**config.mk**
```make
export PLATFORM = sky130hd
export DESIGN_NAME = salc_fifo
export DESIGN_NICKNAME = d
export VERILOG_FILES = /design/src/design/salc_pkg.sv /design/src/design/salc_fifo.sv
export SDC_FILE = /design/constraint.sdc
export NUM_CORES = 1
export LEC_CHECK = 0
export BUFFER_PORTS_ARGS = -buffer_cell sky130_fd_sc_hd__buf_4
export CAP_MARGIN = 15
export CORE_MARGIN = 5
export CORE_UTILIZATION = 52
export DETAILED_ROUTE_END_ITERATION = 10
export PLACE_DENSITY_LB_ADDON = 0.25
export SLEW_MARGIN = 20
export SYNTH_ARGS = -nofsm -noshare
export SYNTH_HDL_FRONTEND = slang
export SYNTH_SLANG_ARGS = --single-unit
```
**constraint.sdc**
```tcl
create_clock -name clk_i -period 3.1 [get_ports clk_i]
set_input_delay 0.31 -clock clk_i [delete_from_list [all_inputs] [get_ports clk_i]]
set_output_delay 0.31 -clock clk_i [all_outputs]
set_load 0.02 [all_outputs]
```
**src/design/salc_pkg.sv**
```systemverilog
// Shared constants, codes and types of the set-associative LRU tag store.
package salc_pkg;

  // Default geometry
  localparam int MAX_SET_BITS  = 6;
  localparam int MAX_WAYS      = 4;
  localparam int ADDRESS_WIDTH = 64;
  localparam int COUNT_WIDTH   = 32;

  // Depth of the queue between classifier and lookup engine
  localparam int QUEUE_DEPTH = 2;

  // Fixed field widths
  localparam int ADDR_PORT_W = 64;
  localparam int SET_BITS_W  = 3;
  localparam int OFFSET_W    = 6;
  localparam int WAYS_W      = 3;
  localparam int CFG_DATA_W  = 6;
  localparam int CFG_IDX_W   = 2;
  localparam int OUT_CNT_W   = 32;
  localparam int RES_DATA_W  = 2 + 3 * OUT_CNT_W;
  localparam int M_TDATA_W   = ((RES_DATA_W + 7) / 8) * 8;
  localparam int M_PAD_W     = M_TDATA_W - RES_DATA_W;

  // Configuration register indexes
  localparam logic [CFG_IDX_W-1:0] CFG_SET_BITS    = 2'd0;
  localparam logic [CFG_IDX_W-1:0] CFG_OFFSET_BITS = 2'd1;
  localparam logic [CFG_IDX_W-1:0] CFG_WAYS        = 2'd2;

  // Request kinds
  localparam logic REQ_LOAD_STORE = 1'b0;
  localparam logic REQ_MODIFY     = 1'b1;

  // Status of one lookup result
  typedef struct packed {
    logic hit;
    logic evicted;
    logic last;
  } res_flags_t;

endpackage

```
**src/design/salc_fifo.sv**
```systemverilog
// Small FIFO that decouples the request classifier from the lookup engine.
module salc_fifo #(
  parameter int WIDTH = 8,
  parameter int DEPTH = salc_pkg::QUEUE_DEPTH
) (
  input  logic             clk_i,
  input  logic             rst_ni,
  input  logic             push_i,
  input  logic [WIDTH-1:0] din_i,
  output logic             full_o,
  input  logic             pop_i,
  output logic [WIDTH-1:0] dout_o,
  output logic             empty_o
);

  localparam int PTR_W = (DEPTH > 1) ? $clog2(DEPTH) : 1;
  localparam int CNT_W = $clog2(DEPTH + 1);
  localparam logic [PTR_W-1:0] PTR_LAST = PTR_W'(DEPTH - 1);
  localparam logic [CNT_W-1:0] CNT_FULL = CNT_W'(DEPTH);

  logic [WIDTH-1:0] slot_q [DEPTH];
  logic [PTR_W-1:0] wr_ptr_q, wr_ptr_d;
  logic [PTR_W-1:0] rd_ptr_q, rd_ptr_d;
  logic [CNT_W-1:0] count_q, count_d;
  logic             do_push, do_pop;

  assign full_o  = (count_q == CNT_FULL);
  assign empty_o = (count_q == '0);
  assign do_push = push_i && !full_o;
  assign do_pop  = pop_i && !empty_o;
  assign dout_o  = slot_q[rd_ptr_q];

  always_comb begin
    wr_ptr_d = wr_ptr_q;
    rd_ptr_d = rd_ptr_q;
    count_d  = count_q;
    if (do_push) begin
      wr_ptr_d = (wr_ptr_q == PTR_LAST) ? '0 : wr_ptr_q + 1'b1;
    end
    if (do_pop) begin
      rd_ptr_d = (rd_ptr_q == PTR_LAST) ? '0 : rd_ptr_q + 1'b1;
    end
    if (do_push && !do_pop) begin
      count_d = count_q + 1'b1;
    end else if (do_pop && !do_push) begin
      count_d = count_q - 1'b1;
    end
  end

  always_ff @(posedge clk_i or negedge rst_ni) begin
    if (!rst_ni) begin
      wr_ptr_q <= '0;
      rd_ptr_q <= '0;
      count_q  <= '0;
    end else begin
      wr_ptr_q <= wr_ptr_d;
      rd_ptr_q <= rd_ptr_d;
      count_q  <= count_d;
    end
  end

  always_ff @(posedge clk_i) begin
    if (do_push) begin
      slot_q[wr_ptr_q] <= din_i;
    end
  end

  a_count_bound: assert property (@(posedge clk_i) disable iff (!rst_ni)
    count_q <= CNT_FULL)
    else $error("queue occupancy above depth");

  a_pop_moves_read_ptr: assert property (@(posedge clk_i) disable iff (!rst_ni)
    do_pop |=> rd_ptr_q != $past(rd_ptr_q) || DEPTH == 1)
    else $error("pop did not advance the read pointer");

endmodule

```
Yosys cells after proc, flatten, opt, wreduce, memory -nomap -nowiden
Memories as Yosys holds them, arrays and structs flattened.
Cells that the tools add are included.
Cells by class
  multiplexer cells: 6
  reduce and logical (&&, ||, !) cells: 10
  equality and inequality tests: 1
  add/sub/neg operators: 4
Operators with widths (count)
  1-bit logical AND: 4
  1-bit logical NOT: 4
  1-bit 2-to-1 mux: 4
  2-bit 2-to-1 mux: 2
  1-bit adder, second input constant: 2
  2-bit by 1-bit adder with 2-bit output, second input constant: 1
  2-bit == test, second input constant: 1
  2-bit logical NOT: 1
  2-bit nonzero test: 1
  2-bit by 1-bit subtractor with 2-bit output, second input constant: 1
Storage, ports and cells
  memory bits (writable): 16
  output and inout bits: 10
  memories: 1
  input bits: 12
  logic and storage cells: 25
  register bits: 4
Memories
  slot_q: words 2, width 8, rd ports 1, clocked after memory_dff 0, wr ports 1, RTL line salc_fifo.sv:21  | logic [WIDTH-1:0] slot_q [DEPTH];

Logic depth before layout (Yosys ltp)
  word-level depth: 7
  depth in mapped cells: 7
  depth with buffers taken out: 7

Least setup slack after synthesis
OpenSTA, ideal clock, no wires.
  path type: reg2reg
  start: register count_q[0]
  end: memory slot_q[0][0] (enable)
  setup slack: 1708 ps
  stages on the path, launching flop included: 4
  data arrival time: 1022 ps
  period minus slack after synthesis: 1392 ps
  path buffers: 0
  library setup time: 370 ps
  data required time: 2730 ps
  cells stage by stage: dfrtp_1 -> nand2b_1 -> nand2_2 -> nor2_1
Between the ends
  word-level cells in the longest chain between the ends: 5
RTL lines
  start, declared: RTL line salc_fifo.sv:24  | logic [CNT_W-1:0] count_q, count_d;
  start signal, assigned: RTL line salc_fifo.sv:58  | count_q <= count_d;
  2-bit == test: RTL line salc_fifo.sv:27  | assign full_o = (count_q == CNT_FULL);
  1-bit logical NOT: RTL line salc_fifo.sv:29  | assign do_push = push_i && !full_o;
  1-bit logical AND: RTL line salc_fifo.sv:29
  1-bit 2-to-1 mux: RTL line salc_fifo.sv:63  | if (do_push) begin
  1-bit 2-to-1 mux (not written as such): RTL line salc_fifo.sv:64  | slot_q[wr_ptr_q] <= din_i;
  end, declared: RTL line salc_fifo.sv:21
No other way between the ends.

Worst setup path in the final report
  start: register rd_ptr_q
  end: output dout_o[2]
Between the ends
  word-level cells in the longest chain between the ends: 1
RTL lines
  start, declared: RTL line salc_fifo.sv:23  | logic [PTR_W-1:0] rd_ptr_q, rd_ptr_d;
  start signal, assigned: RTL line salc_fifo.sv:57  | rd_ptr_q <= rd_ptr_d;
  memory read 2 x 8 bit
  end, declared: RTL line salc_fifo.sv:12  | output logic [WIDTH-1:0] dout_o,
No other way between the ends.

==> results.json <==
{
  "utilization_pct": 67.3,
  "min-delay-start": "din_i[2]",
  "ant_nets": 0,
  "grt_max_degree": 12,
  "die_x_um": 48.8,
  "hpwl_um": 884,
  "hp-class": "input pin to flip-flop",
  "critPathCaptureType": "primary output",
  "drive_gt1_share_pct": 40.6,
  "grt_overflow": 0,
  "fmax_ghz": 0.574,
  "fin_area_um2": 991,
  "numCtsBuffers": 3,
  "antenna_found_initial": 0,
  "max_slew_margin_pct": 58.5,
  "cts_tree": "built",
  "port-buffer-count": 21,
  "fillerInstances": 106,
  "power_density_nw_per_um2": 921,
  "finalSetupTns_ps": 0,
  "synthCells": 44,
  "diodes": 0,
  "yosysUniqueCellTypes": 15,
  "first_global_vias": 464,
  "layout_min_cycle_time_ps": 1740,
  "insertion_delay_ps": 280,
  "ys_seq_area_share_pct": 74.2,
  "maxCapViolations": 0,
  "synthesis.area_um2": 782,
  "syn_nets": 57,
  "core_um2": 1470,
  "path_buf_inv": 1,
  "cp_data_required_time_ps": 2790,
  "rsz0062_at_grt": "no",
  "clock_sinks": 20,
  "place_congestion": 0.639,
  "cp_max_fo": 9,
  "r2r_setup_slack_ps": 1540,
  "min_path_cells": 1,
  "cts-root-buf": "clkbuf_4",
  "finClkSkew_ps": 5.61,
  "synth-warning-count": 0,
  "initial_utilization_pct": 53.1,
  "drv_slew": 0,
  "io_pins": 22,
  "cp_slowest_cell": "dfrtp_1",
  "avgSynthCellArea_um2": 17.8,
  "critPathKind": "flip-flop to primary output",
  "peakVddDrop_uv": 596,
  "max_stage_delay_ps": 600,
  "rr_endpoint": "slot_q[0][0]$_DFFE_PP_",
  "clkSlewWorstSetupHoldPaths_ps": 110,
  "drt_iter0_drc": 8,
  "ctsResizeCount": 0,
  "grt.total_usage_pct": 11.0,
  "timing.rr.start": "count_q[0]$_DFFE_PN0P_",
  "grt_first_pass_wirelength_mm": 2.01,
  "row_count": 14,
  "dr.pass1.iters": 2,
  "syn_to_final_growth_pct": 26.7,
  "reg2regPathDepth": 3,
  "crit_path_start_kind": "flip-flop",
  "whs_endpoint": "slot_q[1][2]$_DFFE_PP_",
  "vias": 420,
  "place_ws_ps": 1530,
  "drc": 0,
  "die_area_um2": 2380,
  "worstMarginPinSlew_ps": 621,
  "dpl_cell_area_um2": 955,
  "ys_ff_latch": 20,
  "wire_per_inst_um": 14.0,
  "hold_ws_ps": 201,
  "period_share_pct": 56.2,
  "wl_mm": 1.19,
  "cellLeakagePower_nw": 0.411,
  "path_cells": "mux2_2 -> buf_4",
  "htree_levels": 1,
  "die_y_um": 48.8,
  "via_per_inst": 4.94,
  "finalNetCount": 83,
  "cts_buffer_depth": 2,
  "setup_ws_ps": 1360,
  "critPathTopFamily": "flip-flops",
  "cp.arrival_ps": 1430,
  "final_hold_viol_count": 0,
  "setup_viol": 0,
  "outcome": "finished clean"
}
synth_stat cells:
library cell  instances  area share (%)
xnor2_2               1             2.1
edfxtp_1             16              61
o21ai_1               1            0.64
mux2_1                6             8.6
nand2b_1              1            0.80
and3_1                1            0.80
xor2_1                2             2.2
dfrtp_1               4              13
xnor2_1               2             2.2
ha_1                  1             1.6
nand2_2               1            0.80
buf_2                 1            0.64
inv_1                 2            0.96
mux2_2                2             2.9
nor2_1                3             1.4
final cells by class:
| type | count | area, um^2 | share of cell area, % |
|---|---|---|---|
| multi-input cells | 21 | 189 | 19.1 |
| flip-flops and latches | 20 | 581 | 58.6 |
| repair buffers | 22 | 168 | 16.9 |
| inverters | 2 | 7.51 | 0.758 |
| well taps | 16 | 20.0 | 2.02 |
| clock inverters | 1 | 3.75 | 0.379 |
| clock buffers | 3 | 22.5 | 2.27 |
power breakdown:
group          switching [mW]  internal [mW]  total (mW)
logic                   0.184          0.176       0.360
clock network          0.0706         0.0466       0.117
registers              0.0596          0.376       0.435
cell families (layout without fill, tap and decap cells):
family,after synthesis,after routing,share of synthesized area (%)
xor gates and xnor gates,5,5,6.56
DFF,20,20,74.2
AOI/OAI and AO/OA,1,1,0.639
and+or+nand+nor,6,6,3.84
muxes,8,8,11.5
buffers and inverters,3,28,1.60
adders and majority gates,1,1,1.60
sequential cells by signal (all words and copies together), names as in the netlist:
register / count
count_q: 2
slot_q: 16
rd_ptr_q: 1
wr_ptr_q: 1
per-layer routing:
layer | up-vias | part of all wire [%] | global-route usage [%]
met3 | 2 | 4.8 | 3.98
met5 | - | 0 | 0
met4 | 0 | 0.51 | 4.04
met2 | 12 | 55 | 19.6
met1 | 199 | 40 | 11.7
li1 | 207 | - | -
cells in the final DEF, fill, tap and decap left out:
| cell | netlist | layout |
|---|---|---|
| xnor2_1 | 2 | 2 |
| dlygate4sd3_1 | 0 | 1 |
| edfxtp_1 | 16 | 16 |
| mux2_1 | 6 | 6 |
| nand2_2 | 1 | 1 |
| nand2b_1 | 1 | 1 |
| inv_1 | 2 | 2 |
| o21ai_1 | 1 | 1 |
| ha_1 | 1 | 1 |
| mux2_2 | 2 | 2 |
| clkinv_1 | 0 | 1 |
| nor2_1 | 3 | 3 |
| buf_4 | 0 | 21 |
| clkbuf_4 | 0 | 3 |
| dfrtp_1 | 4 | 4 |
| xnor2_2 | 1 | 1 |
| and3_1 | 1 | 1 |
| xor2_1 | 2 | 2 |
metrics by stage:
step,power (mW),instances
floorplan,0.668,44
global placement,0.797,80
detailed placement,0.805,80
CTS,0.923,85
global route,0.979,85
finish,0.913,85
worst max-delay path by stage:
stage	startpoint	endpoint	slack, ps	cells after the start
2_1_floorplan	count_q[0]$_DFFE_PN0P_	slot_q[0][0]$_DFFE_PP_	1710	3
3_3_place_gp	count_q[0]$_DFFE_PN0P_	slot_q[0][1]$_DFFE_PP_	1580	3
3_5_place_dp	count_q[0]$_DFFE_PN0P_	slot_q[0][1]$_DFFE_PP_	1530	3
4_1_cts	rd_ptr_q$_DFFE_PN0P_	dout_o[4]	1330	2
5_1_grt	rd_ptr_q$_DFFE_PN0P_	dout_o[4]	1270	2
6_report	rd_ptr_q$_DFFE_PN0P_	dout_o[2]	1360	2
repair_timing:
item,CTS,global route
hold endpoints to repair,4,0
hold buffers,1,0
buffers inserted,0,0
(Power assumes the default switching activity.)
