`src/design/salc_pkg.sv`:
```
// Shared constants, codes and types of the set-associative LRU tag store.
package salc_pkg;

  // Default geometry
  localparam int MAX_SET_BITS  = 6;
  localparam int MAX_WAYS      = 4;
  localparam int ADDRESS_WIDTH = 64;
  localparam int COUNT_WIDTH   = 32;

  // Depth of the queue between classifier and lookup engine
  localparam int QUEUE_DEPTH = 2;

  // Fixed field widths
  localparam int ADDR_PORT_W = 64;
  localparam int SET_BITS_W  = 3;
  localparam int OFFSET_W    = 6;
  localparam int WAYS_W      = 3;
  localparam int CFG_DATA_W  = 6;
  localparam int CFG_IDX_W   = 2;
  localparam int OUT_CNT_W   = 32;
  localparam int RES_DATA_W  = 2 + 3 * OUT_CNT_W;
  localparam int M_TDATA_W   = ((RES_DATA_W + 7) / 8) * 8;
  localparam int M_PAD_W     = M_TDATA_W - RES_DATA_W;

  // Configuration register indexes
  localparam logic [CFG_IDX_W-1:0] CFG_SET_BITS    = 2'd0;
  localparam logic [CFG_IDX_W-1:0] CFG_OFFSET_BITS = 2'd1;
  localparam logic [CFG_IDX_W-1:0] CFG_WAYS        = 2'd2;

  // Request kinds
  localparam logic REQ_LOAD_STORE = 1'b0;
  localparam logic REQ_MODIFY     = 1'b1;

  // Status of one lookup result
  typedef struct packed {
    logic hit;
    logic evicted;
    logic last;
  } res_flags_t;

endpackage

```
`src/design/salc_front.sv`:
```
// Configuration registers and request classifier: splits an address into set and tag.
module salc_front #(
  parameter int MAX_SET_BITS  = salc_pkg::MAX_SET_BITS,
  parameter int MAX_WAYS      = salc_pkg::MAX_WAYS,
  parameter int ADDRESS_WIDTH = salc_pkg::ADDRESS_WIDTH
) (
  input  logic                                 clk_i,
  input  logic                                 rst_ni,
  input  logic                                 cfg_we_i,
  input  logic [salc_pkg::CFG_IDX_W-1:0]       cfg_idx_i,
  input  logic [salc_pkg::CFG_DATA_W-1:0]      cfg_data_i,
  input  logic                                 req_type_i,
  input  logic [salc_pkg::ADDR_PORT_W-1:0]     address_i,
  output logic [MAX_SET_BITS-1:0]              set_o,
  output logic [ADDRESS_WIDTH-2:0]             tag_o,
  output logic                                 double_o,
  output logic [$clog2(MAX_WAYS+1)-1:0]        ways_o
);

  localparam int SET_W = MAX_SET_BITS;
  localparam int TAG_W = ADDRESS_WIDTH - 1;
  localparam int SB_W  = $clog2(MAX_SET_BITS + 1);
  localparam int WC_W  = $clog2(MAX_WAYS + 1);
  localparam int SH_W  = $clog2(salc_pkg::ADDR_PORT_W + MAX_SET_BITS + 1);

  logic [salc_pkg::SET_BITS_W-1:0] set_bits_q;
  logic [salc_pkg::OFFSET_W-1:0]   offset_q;
  logic [salc_pkg::WAYS_W-1:0]     ways_q;

  logic [SB_W-1:0]          sb_eff;
  logic [SET_W-1:0]         set_mask;
  logic [ADDRESS_WIDTH-1:0] addr;
  logic [ADDRESS_WIDTH-1:0] off_addr;
  logic [ADDRESS_WIDTH-1:0] tag_full;
  logic [SH_W-1:0]          tag_shift;

  always_ff @(posedge clk_i or negedge rst_ni) begin
    if (!rst_ni) begin
      set_bits_q <= salc_pkg::SET_BITS_W'(1);
      offset_q   <= salc_pkg::OFFSET_W'(1);
      ways_q     <= salc_pkg::WAYS_W'(1);
    end else if (cfg_we_i) begin
      unique case (cfg_idx_i)
        salc_pkg::CFG_SET_BITS:    set_bits_q <= cfg_data_i[salc_pkg::SET_BITS_W-1:0];
        salc_pkg::CFG_OFFSET_BITS: offset_q   <= cfg_data_i[salc_pkg::OFFSET_W-1:0];
        salc_pkg::CFG_WAYS:        ways_q     <= cfg_data_i[salc_pkg::WAYS_W-1:0];
        default: ;
      endcase
    end
  end

  // Clamp set bits and ways into the supported range
  always_comb begin
    if (set_bits_q == '0) begin
      sb_eff = SB_W'(1);
    end else if (32'(set_bits_q) > MAX_SET_BITS) begin
      sb_eff = SB_W'(MAX_SET_BITS);
    end else begin
      sb_eff = SB_W'(set_bits_q);
    end
    if (ways_q == '0) begin
      ways_o = WC_W'(1);
    end else if (32'(ways_q) > MAX_WAYS) begin
      ways_o = WC_W'(MAX_WAYS);
    end else begin
      ways_o = WC_W'(ways_q);
    end
  end

  always_comb begin
    for (int b = 0; b < SET_W; b++) begin
      set_mask[b] = (32'(sb_eff) > b);
    end
  end

  assign addr      = address_i[ADDRESS_WIDTH-1:0];
  assign off_addr  = addr >> offset_q;
  assign set_o     = off_addr[SET_W-1:0] & set_mask;
  assign tag_shift = SH_W'(offset_q) + SH_W'(sb_eff);
  assign tag_full  = addr >> tag_shift;
  assign tag_o     = tag_full[TAG_W-1:0];
  assign double_o  = (req_type_i == salc_pkg::REQ_MODIFY);

endmodule

```
`config.mk`:
```
export PLATFORM = sky130hd
export DESIGN_NAME = salc_front
export DESIGN_NICKNAME = d
export VERILOG_FILES = /design/src/design/salc_pkg.sv /design/src/design/salc_front.sv
export SDC_FILE = /design/constraint.sdc
export NUM_CORES = 1
export LEC_CHECK = 0
export ABC_AREA = 1
export BUFFER_PORTS_ARGS = -buffer_cell sky130_fd_sc_hd__buf_2
export CAP_MARGIN = 20
export CORE_MARGIN = 1.5
export CORE_UTILIZATION = 25
export CTS_BUF_LIST = sky130_fd_sc_hd__clkbuf_8
export DETAILED_ROUTE_END_ITERATION = 10
export PLACE_DENSITY_LB_ADDON = 0.15
export SYNTH_ARGS = -nofsm -noshare
export SYNTH_HDL_FRONTEND = slang
export SYNTH_SLANG_ARGS = --single-unit
```
`constraint.sdc`:
```
create_clock -name clk_i -period 7.4 [get_ports clk_i]
set_input_delay 1.11 -clock clk_i [delete_from_list [all_inputs] [get_ports clk_i]]
set_output_delay 1.11 -clock clk_i [all_outputs]
set_load 0.005 [all_outputs]
```
==> Word-level counts from Yosys, hierarchy flattened <==
Index checks and enable logic that the tools add are counted.
{ "classes": {"addsub": 1, "magnitude_cmp": 8, "n_eq_ne": 2, "shifts": 2, "n_mux": 4, "n_bitwise": 1, "reduce_logical": 6} }
{ "op_table": {"columns": ["cell", "count"], "rows": [
  [">> shifter 64 x 6 -> 6 bit", 1],
  [">> shifter 64 x 7 -> 63 bit", 1],
  ["greater-than comparator 3 bit (second input constant)", 4],
  ["two-way mux 3 bit", 4],
  ["adder 6 x 3 -> 7 bit", 1],
  ["AND 6 bit", 1],
  ["greater-than comparator 3 x 1 -> 1 bit (second input constant)", 2],
  ["greater-than comparator 3 x 2 -> 1 bit (second input constant)", 2],
  ["zero test 3 bit", 2],
  ["AND reduction 2 bit", 3],
  ["equality test 2 x 1 -> 1 bit (second input constant)", 1],
  ["equality test 2 bit (second input constant)", 1],
  ["zero test 2 bit", 1]
]} }
{ "word_totals": {"regBits": 12, "in_bits": 76, "output_inout_bits": 73} }

==> Depth between registers and ports, before layout <==
{ "depth": {"ltp_word": 5, "depth_mapped": 19} }

==> Least setup slack after synthesis <==
No wires, ideal clock.
{ "synth_path": {"path_kind": "register to output", "from": "register offset_q[1] (netlist bit)", "to": "output port tag_o[6]", "t_arrival_ns": 2.803, "t_required_ns": 6.290, "path_slack_ns": 3.487, "path_stages_with_launch": 15, "path_cell_list": "dfrtp_1 -> clkbuf_1 -> inv_1 -> buf_2 -> buf_1 -> fa_1 -> clkbuf_1 -> clkbuf_1 -> nand3_1 -> nand3_1 -> nand3_1 -> nand2_1 -> nand2_1 -> nand3_1 -> nand2_1"} }
{ "synth_between": {"elab_chain_cells": 2} }
{ "synth_rtl": {"columns": ["item", "line_no", "source"], "rows": [
  ["from (decl)", "salc_front.sv:27", "logic [salc_pkg::OFFSET_W-1:0] offset_q;"],
  ["from (signal assigned)", "salc_front.sv:40", "offset_q <= salc_pkg::OFFSET_W'(1);"],
  ["from (signal assigned)", "salc_front.sv:45", "salc_pkg::CFG_OFFSET_BITS: offset_q <= cfg_data_i[salc_pkg::OFFSET_W-1:0];"],
  ["adder 6 x 3 -> 7 bit", "salc_front.sv:79", "assign tag_shift = SH_W'(offset_q) + SH_W'(sb_eff);"],
  [">> shifter 64 x 7 -> 63 bit", "salc_front.sv:80", "assign tag_full = addr >> tag_shift;"],
  ["to (decl)", "salc_front.sv:15", "output logic [ADDRESS_WIDTH-2:0] tag_o,"]
]} }
No other way between the ends.

==> Worst setup path after layout <==
{ "layout_path": {"from": "register set_bits_q[0] (netlist bit)", "to": "output port tag_o[29]"} }
{ "layout_between": {"elab_chain_cells": 5, "elab_cells_between_ends": 6} }
{ "layout_rtl": {"columns": ["item", "line_no", "source"], "rows": [
  ["from (decl)", "salc_front.sv:26", "logic [salc_pkg::SET_BITS_W-1:0] set_bits_q;"],
  ["from (signal assigned)", "salc_front.sv:39", "set_bits_q <= salc_pkg::SET_BITS_W'(1);"],
  ["from (signal assigned)", "salc_front.sv:44", "salc_pkg::CFG_SET_BITS: set_bits_q <= cfg_data_i[salc_pkg::SET_BITS_W-1:0];"],
  ["greater-than comparator 3 bit", "salc_front.sv:56", "end else if (32'(set_bits_q) > MAX_SET_BITS) begin"],
  ["two-way mux 3 bit", "salc_front.sv:56", null],
  ["two-way mux 3 bit *", "salc_front.sv:54", "if (set_bits_q == '0) begin"],
  ["adder 6 x 3 -> 7 bit *", "salc_front.sv:79", null],
  [">> shifter 64 x 7 -> 63 bit *", "salc_front.sv:80", null]
]} }
Mark *: on every way between the ends. The rest lies on a longest branch, timed or not.

==> qor.csv <==
metric,value,unit
synthesized area per cell,4.53,um^2
Initial Util,0.253,
WP data required,6290,ps
Pwr per Cell Area,386,nW/um^2
Clock Tree Root,clkbuf_8,
Tot GR Track Use,0.240,
layout cells sized above 1,0.116,
clk sink count,12,
Finished Cell Area,8050,um^2
Setup Viol. Count Final,0,
Layout area overhead,14.4,%
net switching power,2.10,mW
Placed Cells,1983,
Residual DRC,0,
Period minus WS final,5360,ps
port buffer count,146,
initial antenna violation count,0,
Max Root-Sink Buffers,2,
largest net degree at the start of global routing,67,
synthesized cell area,7040,um^2
# H-tree levels,1,
Final #Nets,1691,
Crit Path Max Fanout,66,
gr ovfl total,0,
Worst-Margin Slew,1050,ps
Die ar.,29200,um^2
Yosys warnings,0,
Worst-path clk slew,50,ps
Antenna Nets Post-Route,0,
row count,61,
Switching Share,0.675,
run status,finished clean,
hold slack,492,ps
first-pass GRT wire length,54800,um
"flops & latches, synth",12,
type of the worst min-delay path,flip-flop to flip-flop,
post-synthesis sequential area ratio,0.0432,
fin. max-slew vios,0,
Post-Syn Instances,1554,
hold-fix buffers at CTS,0,
slew margin rel.,0.297,
Via-to-Cell Ratio,5.42,
WS Path Type,flip-flop to primary output,
Routed WL,35300,um
clock skew,0,ps
LEAKAGE,4.39,nW
syn_nets,1634,
WP buf/inv,6,
die width,171,um
Worst path slowest cell,inv_2,
diode count,0,
"commonest non-fill, non-tap cells in the layout","nand2_1 (645), nand3_1 (568), buf_2 (146), nor2_1 (56), inv_1 (50)",
Resize count post-CTS,0,
Logic pwr share,0.946,
TNS Setup,0,ps
final setup margin,2040,ps
RSZ-0062 raised after global routing,no,
synth unique cells,28,
GP Congestion,0.939,
"most common cell after layout, fill and taps aside",nand2_1,
1st-iter DRT viols,1462,
CTS buffer count,3,
clock power share,0.022,
CP Data Arrival Time,4250,ps
Peak VDD IR,0.164,mV
die height,171,um
CP Launch Type,flip-flop,
Area after DPL,7980,um^2
post-place setup slack,2360,ps
fin cells,1988,
worst-skew pair later-pin latency,230,ps
Tcrit/Tclk final,0.724,
Max-Cap Viols,0,
"most used cell, CP",nand3_1,
"Largest delay share family, worst path",buffers and inverters,
IO Pins,149,
CTS tree,yes,
via count,10800,
overall power,3.11,mW
fin util,0.290,
crit end category,primary output,
Reg power frac,0.032,
Fin. Hold Viols,0,
Core Region,27800,um^2
routed wire length per instance,17.8,um
internal power,1.01,mW
vias in the first global route,9625,
Post-DP HPWL,27200,um
"Critical Path, Cell by Cell",inv_1 > o21ai_0 > ha_2 > inv_1 > fa_2 > buf_4 > inv_2 > nand3_1 > nand3_1 > nand3_1 > nand3_1 > nand3_1 > nand2_1 > inv_1 > buf_2,
DRT Pass-1 Iters,7,
Max Fclk,0.187,GHz
peak per-stage delay on the critical path,620,ps
Post-CTS Setup Bufs,0,
==> flip-flops by register name (all words and copies together), names as in the netlist <==
| signal | flops |
|---|---|
| set_bits_q | 3 |
| ways_q | 3 |
| offset_q | 6 |
==> per-layer routing <==
layer | part of all wire | up-vias | track usage
li1 | - | 5299 | -
met1 | 0.47 | 4901 | 0.358
met2 | 0.42 | 538 | 0.358
met3 | 0.094 | 42 | 0.0365
met4 | 0.022 | 0 | 0.0496
met5 | 0 | - | 0
==> synthesized netlist by cell type, drive strengths merged <==
| cell | n | area [um^2] |
|---|---|---|
| o21ai | 55 | 275 |
| dfstp | 3 | 78.8 |
| clkinv | 2 | 7.51 |
| nor2 | 57 | 216 |
| a31oi | 1 | 6.26 |
| ha | 3 | 37.5 |
| and2 | 1 | 6.26 |
| nand3 | 568 | 2840 |
| a21oi | 21 | 105 |
| xor2 | 3 | 45.1 |
| buf | 40 | 174 |
| nand4 | 2 | 12.5 |
| xnor2 | 1 | 8.76 |
| nand2 | 649 | 2440 |
| inv | 57 | 214 |
| fa | 1 | 20.0 |
| clkbuf | 70 | 263 |
| nor3 | 9 | 45.0 |
| o211ai | 1 | 7.51 |
| dfrtp | 9 | 225 |
| or2 | 1 | 6.26 |
==> kinds of logic after synthesis <==
kind of cell / after synthesis / synth area share
AO/OA/AOI/OAI: 78 / 0.0560
XOR/XNOR: 4 / 0.00765
adder cells (fa/ha/maj): 4 / 0.00818
buffers and inverters: 169 / 0.0935
flip-flops: 12 / 0.0432
AND/OR/NAND/NOR: 1287 / 0.791
==> path summary, 6_finish.rpt <==
kind | start | to | slack [ps] | cells after the start
worst max-delay path | set_bits_q[0] | tag_o[29] | 2040 | 15
worst min-delay path | ways_q[1] | ways_q[1] | 490 | 2
worst max register to register | offset_q[3] | offset_q[3] | 5480 | 2
worst min register to register | ways_q[1] | ways_q[1] | 490 | 2
max in group asynchronous | rst_ni | offset_q[0] | 6380 | 1
min in group asynchronous | rst_ni | ways_q[1] | 750 | 1
==> tightest hold or removal path, stage by stage (launching register included) <==
cell     delay [ps]
dfrtp_1         340
nand2_1          50
o21ai_0          60
==> final cells by class <==
type,instances,area (um^2)
multi-input combinational,1373,6110
inverter,59,221
tap,378,473
clock buffer,4,55.1
sequential,12,304
fill,3434,19700
timing repair buffer,162,888
==> power groups by stage <==
stage | clock network, mW | logic, mW | registers [mW]
floorplan | 0 | 2.00 | 0.0857
global placement | 0 | 2.87 | 0.0992
detailed placement | 0 | 2.87 | 0.0989
CTS | 0.0711 | 2.88 | 0.0979
global route | 0.0746 | 3.29 | 0.0997
finish | 0.0691 | 2.94 | 0.0983
No activity file was read; power rests on OpenSTA's default activity.
